--- src/rtl/p3dmap_pkg.sv ---
// Shared types, constants and helpers for the pad3d source coordinate map.
// Depends on nothing; every rtl file imports it.
package p3dmap_pkg;

    localparam int CRD_W      = 10;   // output coordinate width
    localparam int EXT_W      = 9;    // extent register width
    localparam int SRC_W      = 8;    // source coordinate width
    localparam int PAD_W      = 8;    // leading pad width
    localparam int FILL_W     = 32;
    localparam int MODE_W     = 2;
    localparam int MAX_EXTENT = 256;

    localparam int MOD_STEPS  = 2;    // remainder steps per pipeline stage
    localparam int MOD_STG    = (CRD_W + MOD_STEPS - 1) / MOD_STEPS;
    // front stage, remainder stages, per-axis select stage, output stage
    localparam int NSTG       = MOD_STG + 3;

    localparam int DATA_W     = 32;
    localparam int REG_IDX_W  = 3;
    localparam int ADDR_W     = REG_IDX_W + 2;

    typedef enum logic [MODE_W-1:0] {
        PM_CONST   = 2'd0,
        PM_REFLECT = 2'd1,
        PM_REPL    = 2'd2,
        PM_CIRC    = 2'd3
    } t_pad_mode;

    typedef enum logic [REG_IDX_W-1:0] {
        REG_MODE   = 3'd0,
        REG_DEPTH  = 3'd1,
        REG_HEIGHT = 3'd2,
        REG_WIDTH  = 3'd3,
        REG_FRONT  = 3'd4,
        REG_TOP    = 3'd5,
        REG_LEFT   = 3'd6,
        REG_FILL   = 3'd7
    } t_reg_idx;

    typedef struct packed {
        logic [CRD_W-1:0] out_depth_index;
        logic [CRD_W-1:0] out_height_index;
        logic [CRD_W-1:0] out_width_index;
    } t_in;

    typedef struct packed {
        logic              is_fill;
        logic [SRC_W-1:0]  src_depth;
        logic [SRC_W-1:0]  src_height;
        logic [SRC_W-1:0]  src_width;
        logic [FILL_W-1:0] fill_word;
    } t_out;

    typedef struct packed {
        t_pad_mode         mode;
        logic [EXT_W-1:0]  ext_d;
        logic [EXT_W-1:0]  ext_h;
        logic [EXT_W-1:0]  ext_w;
        logic [PAD_W-1:0]  pad_d;
        logic [PAD_W-1:0]  pad_h;
        logic [PAD_W-1:0]  pad_w;
        logic [FILL_W-1:0] fill;
    } t_cfg;

    typedef struct packed {
        logic [NSTG-1:0] load;
    } t_pipe_ctl;

    // Saturate a raw extent into [1, MAX_EXTENT].
    function automatic logic [EXT_W-1:0] sat_extent(logic [EXT_W-1:0] e);
        logic [EXT_W-1:0] r;
        if (e == '0) begin
            r = EXT_W'(1);
        end else if (e > EXT_W'(MAX_EXTENT)) begin
            r = EXT_W'(MAX_EXTENT);
        end else begin
            r = e;
        end
        return r;
    endfunction

    // One restoring remainder step: subtract n << sh when it fits.
    function automatic logic [CRD_W-1:0] mod_step(logic [CRD_W-1:0] rem,
                                                  logic [EXT_W-1:0] n,
                                                  int unsigned      sh);
        logic [CRD_W+EXT_W-1:0] d;
        logic [CRD_W+EXT_W-1:0] r;
        d = {{CRD_W{1'b0}}, n} << sh;
        r = {{EXT_W{1'b0}}, rem};
        if (d <= r) begin
            r = r - d;
        end
        return r[CRD_W-1:0];
    endfunction

endpackage

--- src/rtl/p3dmap_cfg.sv ---
// Configuration register file on an APB-style port, with extent saturation.
// Depends on p3dmap_pkg.
module p3dmap_cfg import p3dmap_pkg::*; (
    input  logic              i_clk,
    input  logic              i_rst_n,
    input  logic              psel,
    input  logic              penable,
    input  logic              pwrite,
    input  logic [ADDR_W-1:0] paddr,
    input  logic [DATA_W-1:0] pwdata,
    output logic [DATA_W-1:0] prdata,
    output logic              pready,
    output t_cfg              o_cfg
);

    t_pad_mode         r_mode;
    logic [EXT_W-1:0]  r_ext_d;
    logic [EXT_W-1:0]  r_ext_h;
    logic [EXT_W-1:0]  r_ext_w;
    logic [PAD_W-1:0]  r_pad_d;
    logic [PAD_W-1:0]  r_pad_h;
    logic [PAD_W-1:0]  r_pad_w;
    logic [FILL_W-1:0] r_fill;

    logic     wr_en;
    t_reg_idx idx;

    assign wr_en  = psel & penable & pwrite;
    assign idx    = t_reg_idx'(paddr[ADDR_W-1:2]);
    assign pready = 1'b1;

    always_ff @(posedge i_clk) begin
        if (!i_rst_n) begin
            r_mode  <= PM_CONST;
            r_ext_d <= EXT_W'(1);
            r_ext_h <= EXT_W'(1);
            r_ext_w <= EXT_W'(1);
            r_pad_d <= '0;
            r_pad_h <= '0;
            r_pad_w <= '0;
            r_fill  <= '0;
        end else if (wr_en) begin
            unique case (idx)
                REG_MODE:   r_mode  <= t_pad_mode'(pwdata[MODE_W-1:0]);
                REG_DEPTH:  r_ext_d <= pwdata[EXT_W-1:0];
                REG_HEIGHT: r_ext_h <= pwdata[EXT_W-1:0];
                REG_WIDTH:  r_ext_w <= pwdata[EXT_W-1:0];
                REG_FRONT:  r_pad_d <= pwdata[PAD_W-1:0];
                REG_TOP:    r_pad_h <= pwdata[PAD_W-1:0];
                REG_LEFT:   r_pad_w <= pwdata[PAD_W-1:0];
                REG_FILL:   r_fill  <= pwdata[FILL_W-1:0];
                default: ;
            endcase
        end
    end

    always_comb begin
        unique case (idx)
            REG_MODE:   prdata = DATA_W'(r_mode);
            REG_DEPTH:  prdata = DATA_W'(r_ext_d);
            REG_HEIGHT: prdata = DATA_W'(r_ext_h);
            REG_WIDTH:  prdata = DATA_W'(r_ext_w);
            REG_FRONT:  prdata = DATA_W'(r_pad_d);
            REG_TOP:    prdata = DATA_W'(r_pad_h);
            REG_LEFT:   prdata = DATA_W'(r_pad_w);
            REG_FILL:   prdata = DATA_W'(r_fill);
            default:    prdata = '0;
        endcase
    end

    always_comb begin
        o_cfg.mode  = r_mode;
        o_cfg.ext_d = sat_extent(r_ext_d);
        o_cfg.ext_h = sat_extent(r_ext_h);
        o_cfg.ext_w = sat_extent(r_ext_w);
        o_cfg.pad_d = r_pad_d;
        o_cfg.pad_h = r_pad_h;
        o_cfg.pad_w = r_pad_w;
        o_cfg.fill  = r_fill;
    end

endmodule

--- src/rtl/p3dmap_ctl.sv ---
// Pipeline control: per-stage valid bits and backpressure with bubble removal.
// Depends on p3dmap_pkg.
module p3dmap_ctl import p3dmap_pkg::*; (
    input  logic      i_clk,
    input  logic      i_rst_n,
    input  logic      i_in_valid,
    output logic      o_in_ready,
    input  logic      i_out_ready,
    output logic      o_out_valid,
    output t_pipe_ctl o_pipe
);

    logic [NSTG-1:0] r_vld;
    logic [NSTG-1:0] n_vld;
    logic [NSTG-1:0] rdy;

    // A stage may load when it is empty or its contents move on.
    always_comb begin
        rdy[NSTG-1] = !r_vld[NSTG-1] || i_out_ready;
        for (int k = NSTG - 2; k >= 0; k--) begin
            rdy[k] = !r_vld[k] || rdy[k+1];
        end
        n_vld[0] = rdy[0] ? i_in_valid : r_vld[0];
        for (int k = 1; k < NSTG; k++) begin
            n_vld[k] = rdy[k] ? r_vld[k-1] : r_vld[k];
        end
    end

    always_ff @(posedge i_clk) begin
        if (!i_rst_n) begin
            r_vld <= '0;
        end else begin
            r_vld <= n_vld;
        end
    end

    assign o_pipe.load = rdy;
    assign o_in_ready  = rdy[0];
    assign o_out_valid = r_vld[NSTG-1];

`ifndef SYNTHESIS
    a_full_when_blocked: assert property (@(posedge i_clk) disable iff (!i_rst_n)
        !o_in_ready |-> (&r_vld))
        else $error("input blocked while the pipeline has an empty stage");

    a_accept_lands: assert property (@(posedge i_clk) disable iff (!i_rst_n)
        (i_in_valid && o_in_ready) |=> r_vld[0])
        else $error("accepted transaction missing from the front stage");

    a_drain_refill: assert property (@(posedge i_clk) disable iff (!i_rst_n)
        (r_vld[NSTG-1] && i_out_ready) |=> (!r_vld[NSTG-1] || $past(r_vld[NSTG-2])))
        else $error("output stage valid without a transaction behind it");
`endif

endmodule

--- src/rtl/p3dmap_axis.sv ---
// Per-axis coordinate datapath: offset, reflect/clamp, pipelined remainder.
// Depends on p3dmap_pkg; stage loads come from p3dmap_ctl.
module p3dmap_axis import p3dmap_pkg::*; (
    input  logic             i_clk,
    input  t_pipe_ctl        i_pipe,
    input  logic [CRD_W-1:0] i_coord,
    input  logic [PAD_W-1:0] i_pad,
    input  logic [EXT_W-1:0] i_ext,
    input  t_pad_mode        i_mode,
    output logic [SRC_W-1:0] o_src,
    output logic             o_outside
);

    // stage 0 .. MOD_STG carry magnitude/remainder, sign and range flag
    logic [CRD_W-1:0] r_rem [MOD_STG+1];
    logic             r_neg [MOD_STG+1];
    logic             r_out [MOD_STG+1];
    logic [SRC_W-1:0] r_alt [1:MOD_STG];

    logic [SRC_W-1:0] r_src;
    logic             r_outside;

    logic [EXT_W-1:0]   n_m1;
    logic signed [CRD_W:0] s0_v;
    logic             s0_neg;
    logic [CRD_W-1:0] s0_mag;
    logic             s0_out;

    assign n_m1 = i_ext - EXT_W'(1);

    // Stage 0: signed offset from the leading pad, magnitude, range check.
    always_comb begin
        s0_v   = signed'({1'b0, i_coord}) - signed'({{(CRD_W+1-PAD_W){1'b0}}, i_pad});
        s0_neg = s0_v[CRD_W];
        s0_mag = s0_neg ? CRD_W'(-s0_v) : s0_v[CRD_W-1:0];
        s0_out = s0_neg || (s0_v[CRD_W-1:0] >= {{(CRD_W-EXT_W){1'b0}}, i_ext});
    end

    always_ff @(posedge i_clk) begin
        if (i_pipe.load[0]) begin
            r_rem[0] <= s0_mag;
            r_neg[0] <= s0_neg;
            r_out[0] <= s0_out;
        end
    end

    for (genvar s = 1; s <= MOD_STG; s++) begin : g_mod
        localparam int TOP_BIT = CRD_W - 1 - (s - 1) * MOD_STEPS;
        logic [CRD_W-1:0] n_rem;

        always_comb begin
            n_rem = r_rem[s-1];
            for (int j = 0; j < MOD_STEPS; j++) begin
                if (TOP_BIT - j >= 0) begin
                    n_rem = mod_step(n_rem, i_ext, unsigned'(TOP_BIT - j));
                end
            end
        end

        always_ff @(posedge i_clk) begin
            if (i_pipe.load[s]) begin
                r_rem[s] <= n_rem;
                r_neg[s] <= r_neg[s-1];
                r_out[s] <= r_out[s-1];
            end
        end

        if (s == 1) begin : g_alt
            logic signed [CRD_W+1:0] refl_a;
            logic signed [CRD_W+1:0] refl_m;
            logic signed [CRD_W+1:0] refl;
            logic [SRC_W-1:0]        refl_c;
            logic [SRC_W-1:0]        n_alt;

            // Mirror without repeating the edge, then clamp into the extent.
            always_comb begin
                refl_a = signed'({2'b00, r_rem[0]});
                refl_m = signed'({{(CRD_W+1-EXT_W){1'b0}}, n_m1, 1'b0}) - refl_a;
                refl   = (refl_m < refl_a) ? refl_m : refl_a;
                if (refl < 0) begin
                    refl_c = '0;
                end else if (refl > signed'({{(CRD_W+2-EXT_W){1'b0}}, n_m1})) begin
                    refl_c = SRC_W'(n_m1);
                end else begin
                    refl_c = refl[SRC_W-1:0];
                end

                case (i_mode)
                    PM_REFLECT: n_alt = refl_c;
                    PM_REPL: begin
                        if (r_neg[0]) begin
                            n_alt = '0;
                        end else if (r_out[0]) begin
                            n_alt = SRC_W'(n_m1);
                        end else begin
                            n_alt = r_rem[0][SRC_W-1:0];
                        end
                    end
                    default: n_alt = r_out[0] ? '0 : r_rem[0][SRC_W-1:0];
                endcase
            end

            always_ff @(posedge i_clk) begin
                if (i_pipe.load[s]) begin
                    r_alt[s] <= n_alt;
                end
            end
        end else begin : g_hold
            always_ff @(posedge i_clk) begin
                if (i_pipe.load[s]) begin
                    r_alt[s] <= r_alt[s-1];
                end
            end
        end
    end

    logic [EXT_W-1:0] circ_neg;
    logic [SRC_W-1:0] circ;
    logic [SRC_W-1:0] n_src;

    // True modulo: a negative offset with a nonzero remainder folds to n - rem.
    always_comb begin
        circ_neg = i_ext - r_rem[MOD_STG][EXT_W-1:0];
        if (r_neg[MOD_STG] && (r_rem[MOD_STG] != '0)) begin
            circ = SRC_W'(circ_neg);
        end else begin
            circ = r_rem[MOD_STG][SRC_W-1:0];
        end
        n_src = (i_mode == PM_CIRC) ? circ : r_alt[MOD_STG];
    end

    always_ff @(posedge i_clk) begin
        if (i_pipe.load[MOD_STG+1]) begin
            r_src     <= n_src;
            r_outside <= r_out[MOD_STG];
        end
    end

    assign o_src     = r_src;
    assign o_outside = r_outside;

endmodule

--- src/rtl/pad3d_source_coordinate_map_top.sv ---
// Channel     | valid        | ready        | payload
// input       | i_in_valid   | o_in_ready   | i_in  (t_in)
// output      | o_out_valid  | i_out_ready  | o_out (t_out)
// config      | psel/penable | pready       | paddr, pwdata, prdata
//
// One transaction per cycle is accepted and delivered while i_out_ready stays high.
// The pipeline depth is set by the ten-step remainder for circular mode, two steps a stage.
// Synchronous active-low reset clears all valid bits and restores register defaults.
// Each stage holds under backpressure and empty stages fill, so input stays ready
// until every stage holds a transaction.
//
// Top level of the pad3d source coordinate map; depends on p3dmap_pkg,
// p3dmap_cfg, p3dmap_ctl and p3dmap_axis.
module pad3d_source_coordinate_map_top import p3dmap_pkg::*; (
    input  logic              i_clk,
    input  logic              i_rst_n,
    input  logic              i_in_valid,
    output logic              o_in_ready,
    input  t_in               i_in,
    output logic              o_out_valid,
    input  logic              i_out_ready,
    output t_out              o_out,
    input  logic              psel,
    input  logic              penable,
    input  logic              pwrite,
    input  logic [ADDR_W-1:0] paddr,
    input  logic [DATA_W-1:0] pwdata,
    output logic [DATA_W-1:0] prdata,
    output logic              pready
);

    t_cfg      cfg;
    t_pipe_ctl pipe;

    logic [SRC_W-1:0] src_d;
    logic [SRC_W-1:0] src_h;
    logic [SRC_W-1:0] src_w;
    logic             out_d;
    logic             out_h;
    logic             out_w;

    t_out r_out;
    t_out n_out;

    p3dmap_cfg u_cfg (
        .i_clk   (i_clk),
        .i_rst_n (i_rst_n),
        .psel    (psel),
        .penable (penable),
        .pwrite  (pwrite),
        .paddr   (paddr),
        .pwdata  (pwdata),
        .prdata  (prdata),
        .pready  (pready),
        .o_cfg   (cfg)
    );

    p3dmap_ctl u_ctl (
        .i_clk       (i_clk),
        .i_rst_n     (i_rst_n),
        .i_in_valid  (i_in_valid),
        .o_in_ready  (o_in_ready),
        .i_out_ready (i_out_ready),
        .o_out_valid (o_out_valid),
        .o_pipe      (pipe)
    );

    p3dmap_axis u_axis_d (
        .i_clk     (i_clk),
        .i_pipe    (pipe),
        .i_coord   (i_in.out_depth_index),
        .i_pad     (cfg.pad_d),
        .i_ext     (cfg.ext_d),
        .i_mode    (cfg.mode),
        .o_src     (src_d),
        .o_outside (out_d)
    );

    p3dmap_axis u_axis_h (
        .i_clk     (i_clk),
        .i_pipe    (pipe),
        .i_coord   (i_in.out_height_index),
        .i_pad     (cfg.pad_h),
        .i_ext     (cfg.ext_h),
        .i_mode    (cfg.mode),
        .o_src     (src_h),
        .o_outside (out_h)
    );

    p3dmap_axis u_axis_w (
        .i_clk     (i_clk),
        .i_pipe    (pipe),
        .i_coord   (i_in.out_width_index),
        .i_pad     (cfg.pad_w),
        .i_ext     (cfg.ext_w),
        .i_mode    (cfg.mode),
        .o_src     (src_w),
        .o_outside (out_w)
    );

    // Fill only in constant mode; zero the coordinates of a fill point.
    always_comb begin
        n_out.is_fill = (cfg.mode == PM_CONST) && (out_d || out_h || out_w);
        if (n_out.is_fill) begin
            n_out.src_depth  = '0;
            n_out.src_height = '0;
            n_out.src_width  = '0;
            n_out.fill_word  = cfg.fill;
        end else begin
            n_out.src_depth  = src_d;
            n_out.src_height = src_h;
            n_out.src_width  = src_w;
            n_out.fill_word  = '0;
        end
    end

    always_ff @(posedge i_clk) begin
        if (pipe.load[NSTG-1]) begin
            r_out <= n_out;
        end
    end

    assign o_out = r_out;

endmodule
--- config.mk ---
export PLATFORM = sky130hd
export DESIGN_NAME = pad3d_source_coordinate_map_top
export DESIGN_NICKNAME = d
export VERILOG_FILES = /design/src/rtl/p3dmap_pkg.sv /design/src/rtl/p3dmap_cfg.sv /design/src/rtl/p3dmap_ctl.sv /design/src/rtl/p3dmap_axis.sv /design/src/rtl/pad3d_source_coordinate_map_top.sv
export SDC_FILE = /design/constraint.sdc
export NUM_CORES = 1
export LEC_CHECK = 0
export BUFFER_PORTS_ARGS = -buffer_cell sky130_fd_sc_hd__buf_2
export CORE_AREA = 2 2 298 300
export DETAILED_ROUTE_END_ITERATION = 6
export DIE_AREA = 0 0 300 302
export SKIP_LAST_GASP = 1
export SYNTH_ARGS = -nofsm -noshare
export SYNTH_HDL_FRONTEND = slang
export SYNTH_SLANG_ARGS = --single-unit
--- constraint.sdc ---
create_clock -name i_clk -period 8.3 [get_ports i_clk]
set_input_delay 1.66 -clock i_clk [delete_from_list [all_inputs] [get_ports i_clk]]
set_output_delay 1.66 -clock i_clk [all_outputs]
set_load 0.05 [all_outputs]
After elaboration in Yosys (flattened, before gate mapping):

Memories as Yosys holds them, arrays and structs flattened. A register that Yosys moved wholly into a read port is not among the register bits.
Index checks and enable logic that the tools add are counted.
W data, S select, Z words.

* $lt $le $gt $ge: 45
* reductions and logical operators: 41
* muxes and demuxes: 79
* bitwise operators: 2
* equal/unequal tests: 10
* multiply operators: 0
* div/mod/pow operators: 0
* shift operators: 0
* add/subtract/negate cells: 45

Operators by type and width (count)
* $mux W10: 33
* $sub A10 B10 Y10: 27
* $pmux W32 S8: 1
* $mux W8: 21
* $le A18 B10 Y1: 3
* $mux W9: 6
* $le A17 B10 Y1: 3
* $le A16 B10 Y1: 3
* $pmux W8 S2: 3
* $le A15 B10 Y1: 3
* $le A14 B10 Y1: 3
* $le A13 B10 Y1: 3
* $gt A12 B10 Y1: 3
* $le A12 B10 Y1: 3
* $lt A12 B1 Y1 const B: 3
* $lt A12 B11 Y1: 3
* $mux W12: 3
* $le A11 B10 Y1: 3
* $sub A10 B10 Y11: 3
* $sub A10 B8 Y11: 3
* $ge A10 B9 Y1: 3
* $le A10 B10 Y1: 3
* $le A9 B10 Y1: 3
* $neg A10 Y10: 3
* 19 further kinds: 77

* bits in read-only memories: 0
* memories kept: 12
* output and inout bits: 92
* bits of input ports: 74
* memory bits (writable): 336
* bits in registers: 174
* latch bits: 0
* logic and storage cells: 258

Memory list
* u_axis_d.r_rem: depth 6, width 10, read ports 6, clocked after Yosys merged registers in 0, wr ports 6, line p3dmap_axis.sv:15 `logic [CRD_W-1:0] r_rem [MOD_STG+1];`
* u_axis_h.r_rem: depth 6, width 10, read ports 6, clocked after Yosys merged registers in 0, wr ports 6, line p3dmap_axis.sv:15
* u_axis_w.r_rem: depth 6, width 10, read ports 6, clocked after Yosys merged registers in 0, wr ports 6, line p3dmap_axis.sv:15
* u_axis_d.r_alt: depth 5, width 8, read ports 5, clocked after Yosys merged registers in 0, wr ports 5, line p3dmap_axis.sv:18 `logic [SRC_W-1:0] r_alt [1:MOD_STG];`
* u_axis_h.r_alt: depth 5, width 8, read ports 5, clocked after Yosys merged registers in 0, wr ports 5, line p3dmap_axis.sv:18
* u_axis_w.r_alt: depth 5, width 8, read ports 5, clocked after Yosys merged registers in 0, wr ports 5, line p3dmap_axis.sv:18
* 6 more memories

Logic depth before layout (Yosys ltp):

Gate-level depths: netlist of the first run.

* depth in word-level cells: 11
* mapped depth: 37
* depth with buffers taken out: 33

Cells and area by module:

Synthesis of the first run repeated with hierarchy kept, for this count alone.

* cell total of the unflattened synthesis: 3419
* area, all modules: 35333.9 um2

Modules (own cells, without submodules)
* p3dmap_axis (u_axis_d): area each 9557.9 um2, instances 1, cells an instance 922
* p3dmap_axis (u_axis_h): area each 9555.4 um2, instances 1, cells an instance 926
* p3dmap_axis (u_axis_w): area each 9492.9 um2, instances 1, cells an instance 904
* p3dmap_cfg: area each 4185.3 um2, instances 1, cells an instance 502
* pad3d_source_coordinate_map_top: area each 2205.9 um2, instances 1, cells an instance 128
* p3dmap_ctl: area each 336.6 um2, instances 1, cells an instance 37

Worst setup path before layout of the first run:

Ideal clock, no wire load.

* path kind: register to register
* from: register u_cfg.r_ext_w[2]
* to: register, netlist name u_axis_w.r_alt[0][14]
* path buffers: 3
* data required time: 8.039 ns
* period minus slack after synthesis: 7.674 ns
* setup slack: 0.626 ns
* arrival: 7.413 ns
* stages on the path, launching flop included: 33
* path through: dfxtp_1 clkbuf_1 nor3_1 nand2b_1 nor3_1 a21oi_1 nor2_1 inv_1 ha_1 inv_1 xnor2_1 ha_1 o21a_1 o31a_1 o21ai_0 nand2_1 a221o_1 xor2_1 ha_1 a2111oi_0 a21oi_1 or2_2 ha_1 clkbuf_1 clkbuf_1 mux2_2 ha_1 a21oi_1 o21ai_0 o221ai_1 o211a_1 o21ai_0 a221o_1

RTL lines
* from (decl): line p3dmap_cfg.sv:19 `logic [EXT_W-1:0] r_ext_w;`
* from (signal assigned): line p3dmap_cfg.sv:47 `REG_WIDTH: r_ext_w <= pwdata[EXT_W-1:0];`

==> results of run 1 <==
per-layer routing:
layer,GRT usage [%],share of wire [%]
met5,0,0.082
met2,32.8,44
met4,5.92,2.8
met3,3.85,7.0
met1,28.5,46
cells in the final DEF (no fill, tap or decap), drive strengths merged, types with 11 or more instances in the layout:
cell and n:
mux2i 133, inv 346, o21bai 16, nand3 45, clkbuf 80, clkinv 17
ha 400, a211oi 20, and2 64, a21o 82, buf 219, and3 18
o211ai 15, a31oi 24, edfxtp 420, nor2 253, nor4 38, mux2 58
or2 11, nand4 35, nand2 213, o21a 41, fa 33, nor3 44
a21boi 49, a221o 21, xor2 52, nand2b 37, nor2b 122, nor3b 18
or3 13, dfxtp 93, a21oi 212, o21ai 167, xnor2 109
power by group:
group          internal [mW]  switching, mW
Combinational           2.37           2.71
Sequential              3.38          0.247
Clock                   1.77           1.11
stage by stage:
step                      power, mW  cell area [um^2]
after CTS                      11.6             39400
after global routing           12.5             39400
after floorplan                7.71             34800
final                          11.6             39400
after global placement         8.64             37200
after detailed placement       8.72             37200
worst max-delay path, delay by kind of cell, from the launching register on:
| family | cells | cell delay (ns) |
|---|---|---|
| AOI/OAI and AO/OA | 12 | 2.84 |
| adders and majority gates | 5 | 1.92 |
| and+or+nand+nor | 7 | 1.41 |
| muxes | 1 | 0.42 |
| DFF | 1 | 0.40 |
| xor gates and xnor gates | 2 | 0.36 |
| buffers and inverters | 2 | 0.27 |
worst paths after layout:
path	startpoint	end	slack [ns]	cells past startpoint
min	u_axis_h.r_alt[0][20]$_DFFE_PP_	u_axis_h.r_alt[0][28]$_DFFE_PP_	0.41	0
max	u_cfg.r_ext_w[3]$_SDFFE_PN0P_	u_axis_w.r_alt[0][15]$_DFFE_PP_	0.43	29
min reg2reg	u_axis_h.r_alt[0][20]$_DFFE_PP_	u_axis_h.r_alt[0][28]$_DFFE_PP_	0.41	0
max reg2reg	u_cfg.r_ext_w[3]$_SDFFE_PN0P_	u_axis_w.r_alt[0][15]$_DFFE_PP_	0.43	29
state kept, by name, summed over array words and instances (netlist names), 9 cells and up:
name / flops
u_axis_d.r_rem: 60
u_axis_h.r_rem: 60
u_axis_w.r_rem: 60
o_out: 57
u_axis_d.r_alt: 40
u_axis_h.r_alt: 40
u_axis_w.r_alt: 40
u_cfg.r_fill: 32
u_cfg.r_ext_d: 9
u_cfg.r_ext_h: 9
u_cfg.r_ext_w: 9
layout make-up:
type	count	area share [%]
antenna	1	0.00635
clock buffer	80	4.53
clock inverter	32	1.06
inverter	343	3.27
multi-input combinational	2480	47.6
sequential	513	36.7
tap	1165	3.70
timing repair buffer	219	3.14
what timing repair did:
| item | 4_1_cts | 5_1_grt |
|---|---|---|
| endpoints found under the hold margin | 0 | 0 |
| endpoints found under the setup margin | 0 | 8 |
| gates resized for setup | 0 | 3 |
| buffers inserted | 0 | 4 |
cells by family (layout without fill, tap and decap cells):
family | Yosys count | count (layout) | share of synthesized area, %
AOI/OAI and AO/OA | 748 | 748 | 14.0
xor gates and xnor gates | 161 | 161 | 4.05
adders and majority gates | 433 | 433 | 16.3
buffers and inverters | 413 | 674 | 4.48
DFF | 513 | 513 | 41.6
muxes | 194 | 194 | 5.90
other | 1 | 2 | 0.0108
and+or+nand+nor | 943 | 943 | 13.6
==> results.md, run 1 <==
- Power Dens Cells: 293 nW/um^2
- Worst clock skew: 0.0250 ns
- CTS Sinks: 513
- Crit path max fanout: 20
- CTS Root Cell: clkbuf_16
- Latest clock arrival within the worst-skew pair: 0.63 ns
- Synth cell types: 87
- Core outline area: 87600 um^2
- Synth top area cells: edfxtp_1 (36%), ha_1 (14%), dfxtp_1 (5.4%)
- Storage cell area: 14500 um^2
- Residual DRC: 0
- CTS buffer count: 59
- Place WS: 0.388 ns
- #FFs+latches synth: 513
- Async SR Flop Fraction: 0%
- GR Util All Layers: 20.6%
- Slew @ Worst Pin: 1.03 ns
- Clock-pin slew on the worst setup and hold paths: 0.06 ns
- Die height: 302 um
- Minimum clock period: 7.87 ns
- Routed WL per cell: 19.4 um
- Post-Syn Area: 34800 um^2
- WHS: 0.412 ns
- I/O Pins: 166
- Cells after synthesis: 3406
- Slew margin rel.: 30.2%
- Final hold vios: 0
- CTS tree: yes
- Syn avg cell area: 10.2 um^2
- Placed insts: 4716
- Fin util: 45.0%
- Layout fillers: 8303
- Final Max Tran Viols: 0
- Number of synthesized flops with an enable pin: 420
- Fmax: 127 MHz
- Ys Warns: 0
- VDD IR max: 164 uV
- Via count: 26.0k
- Final Cycle Share: 94.9%
- WP data required: 8.66 ns
- GRT overflow: 0
- Crit path max-delay cell type: ha_1
- Hold_buf cts: 0
- CP arrival: 8.24 ns
- Vias per cell: 5.37
- Multi-input gate area: 18800 um^2
- Num rows: 109
- Die Wd: 300 um
- Final Non-Filler Cells: 4833
- CTS HTree Levels: 2
- Initial DRC count: 1688
- Final setup vio count: 0
- Initial Util: 39.7%
- GPL Wtd Cong: 0.913
- Post-Syn Nets: 3913
- First-pass GRT wire length: 145000 um
- Seq/Total Area, Yosys: 41.6%
- Top cell type's share of synthesized area: 36.3%
- Most common cell in the netlist: edfxtp_1
- Worst Slack Setup Final: 0.426 ns
- Worst hold-check path type: reg -> reg
- Leak pwr: 17.0 nW
- Port bufs: 162
- Commonest cells post-synth: edfxtp_1 (420), ha_1 (400), inv_1 (340)
- Setup CP Type: reg -> reg
- Nets: 4123
- Run status: completed
- Post-synth top flop: edfxtp_1
- Setup TNS: 0 ns
- Largest net degree at the start of global routing: 94
- Top cell by count, worst path: ha_1
- HPWL Detailed: 70500 um
- Number of global-route vias before repair: 25.0k
- P&R area growth vs syn: 13.4%
- Die ar.: 90600 um^2
- Max-Cap Viols: 0
- Pre-Repair DR Iteration Count: 5
- Initial antenna violation count: 9
- Synth area leader: edfxtp_1
- Post-route ant nets: 0
- Slowest stage delay, CP: 0.72 ns
- CTS Buffer Depth: 3
- Unrepaired setup endpoints after global routing: no
- Post-Route WL: 93800 um
- Type of origin of the critical path: register
- Crit end category: register
- Layout cell share with drive strength beyond 1: 11.5%
Power figures use the tool's default switching activity.
==> inputs of run 2 (changes only) <==
--- a/config.mk
+++ b/config.mk
@@ -6,10 +6,14 @@
 export NUM_CORES = 1
 export LEC_CHECK = 0
 export BUFFER_PORTS_ARGS = -buffer_cell sky130_fd_sc_hd__buf_2
+export CELL_PAD_IN_SITES_DETAIL_PLACEMENT = 1
+export CELL_PAD_IN_SITES_GLOBAL_PLACEMENT = 1
 export CORE_AREA = 2 2 298 300
 export DETAILED_ROUTE_END_ITERATION = 6
 export DIE_AREA = 0 0 300 302
+export PLACE_DENSITY_LB_ADDON = 0.1
 export SKIP_LAST_GASP = 1
 export SYNTH_ARGS = -nofsm -noshare
 export SYNTH_HDL_FRONTEND = slang
 export SYNTH_SLANG_ARGS = --single-unit
+export TNS_END_PERCENT = 100
==> run 2 against run 1 <==
  * Die area unchanged
  * Clock skew down 0.0073 ns
  * Combinational power up 6.3%
  * First-iteration DRC count down 19%
  * Register-to-register slack better by 0.15 ns
==> results.md, run 2 (synthesis gave the netlist of run 1 again) <==
- Final setup vio count: 0
- HPWL Detailed: 83100 um
- Worst clock skew: 0.0177 ns
- Die ar.: 90600 um^2
- Place WS: 0.314 ns
- Core outline area: 87600 um^2
- Die Wd: 300 um
- Largest registers: u_axis_d.r_rem x60, u_axis_h.r_rem x60, u_axis_w.r_rem x60
- Routed WL per cell: 22.3 um
- CTS buffer count: 61
- Worst hold-check path type: reg -> reg
- Worst r2r src: u_cfg.r_ext_h[5]$_SDFFE_PN0P_
- Crit end category: register
- Slew @ Worst Pin: 1.12 ns
- Layout cell share with drive strength beyond 1: 11.6%
- Crit path from: u_cfg.r_ext_h[5]$_SDFFE_PN0P_
- CP arrival: 8.09 ns
- Leak pwr: 17.0 nW
- WP data required: 8.67 ns
- Num rows: 109
- Residual DRC: 0
- Port bufs: 162
- GRT overflow: 0
- Max-Cap Viols: 0
- GR Util All Layers: 23.5%
- Fmax: 130 MHz
- CTS Sinks: 513
- Initial antenna violation count: 3
- Post-route ant nets: 0
- Power Dens Cells: 301 nW/um^2
- Most common cell after layout, fill and taps aside: edfxtp_1
- Post-Route WL: 108000 um
- Largest net degree at the start of global routing: 94
- Number of global-route vias before repair: 28.4k
- GPL Wtd Cong: 0.905
- I/O Pins: 166
- Layout fillers: 9792
- Pre-Repair DR Iteration Count: 5
- Setup CP Type: reg -> reg
- Run status: completed
- CTS tree: yes
- Final Max Tran Viols: 0
- Vias per cell: 5.51
- Top cell by count, worst path: ha_1
- Final Cycle Share: 93.0%
- Minimum clock period: 7.72 ns
- Slowest stage delay, CP: 0.56 ns
- Nets: 4129
- CTS Buffer Depth: 3
- CTS HTree Levels: 2
- Clock-pin slew on the worst setup and hold paths: 0.07 ns
- VDD IR max: 187 uV
- Slew margin rel.: 24.3%
- Type of origin of the critical path: register
- Latest clock arrival within the worst-skew pair: 0.63 ns
- Most frequent cells in the layout: edfxtp_1 (420), ha_1 (398), inv_1 (336)
- Worst Slack Setup Final: 0.579 ns
- Hold Path Origin: u_axis_d.r_alt[0][15]$_DFFE_PP_
- Final hold vios: 0
- Die height: 302 um
- P&R area growth vs syn: 13.4%
- Crit path max fanout: 10
- Fin util: 45.0%
- First-pass GRT wire length: 166000 um
- Initial Util: 39.7%
- CTS Root Cell: clkbuf_16
- Via count: 26.7k
- Setup TNS: 0 ns
- Crit path max-delay cell type: or4_1
- Initial DRC count: 1363
## run 2: cell types whose count changed in the layout (fill, tap and decap cells not counted), sizes merged
cell      before  now
clkinvlp       4    9
clkinv        17   14
clkbuf        80   82
buf          219  223
## run 2: what timing repair did
action / CTS / global route
resized for setup: 0 / 7
setup endpoints to repair: 0 / 16
setup buffers: 0 / 1
hold buffers: 0 / 0
## run 2: final timing paths
kind                                      to  slack [ns]  cells after the start
max reg2reg  u_axis_h.r_alt[0][14]$_DFFE_PP_        0.58                     32
min reg2reg  u_axis_d.r_alt[0][23]$_DFFE_PP_        0.40                      0
max          u_axis_h.r_alt[0][14]$_DFFE_PP_        0.58                     32
min          u_axis_d.r_alt[0][23]$_DFFE_PP_        0.40                      0
## run 2: routing by layer
metal,wire (um),track usage (%),up-vias
met2,50300,39.5,510
met1,50900,32.1,13300
li1,-,-,12700
met3,4270,2.94,151
met4,2610,6.01,0
met5,0,0,-
## run 2: where the power goes
group / total, mW / leakage (nW) / switching, mW / internal (mW)
registers: 3.64 / 5.50 / 0.262 / 3.38
logic: 5.39 / 10.5 / 2.99 / 2.40
clock network: 2.86 / 1.03 / 1.14 / 1.72
## run 2: area by class of cell
class                           instances  area, um^2  share of cell area [%]
Sequential cell                       513       14500                    36.7
Timing Repair Buffer                  223        1270                    3.22
Antenna cell                            1        2.50                 0.00635
Clock inverter                         34         419                    1.06
Multi-Input combinational cell       2480       18800                    47.6
Inverter                              343        1290                    3.27
Tap cell                             1165        1460                    3.70
Clock buffer                           82        1730                    4.39
## run 2: worst max-delay path, delay by kind of cell (launching register included)
kind / cells / cell delay, ns
buffers and inverters: 4 / 0.68
adder cells (fa/ha/maj): 5 / 1.45
AO/OA/AOI/OAI: 15 / 3.26
flip-flops: 1 / 0.42
AND/OR/NAND/NOR: 6 / 1.23
XOR/XNOR: 2 / 0.40
## run 2: per-stage QoR
| step | instances | hold slack, ns | cell area (um^2) | total power, mW |
|---|---|---|---|---|
| finish | 4841 | 0.402 | 39400 | 11.9 |
| global route | 4840 | 0.417 | 39400 | 12.7 |
| CTS | 4839 | 0.407 | 39400 | 12.0 |
| detailed placement | 4723 | 0.405 | 37200 | 9.03 |
| global placement | 4723 | 0.401 | 37200 | 8.71 |
| floorplan | 3406 | 0.400 | 34800 | 7.71 |
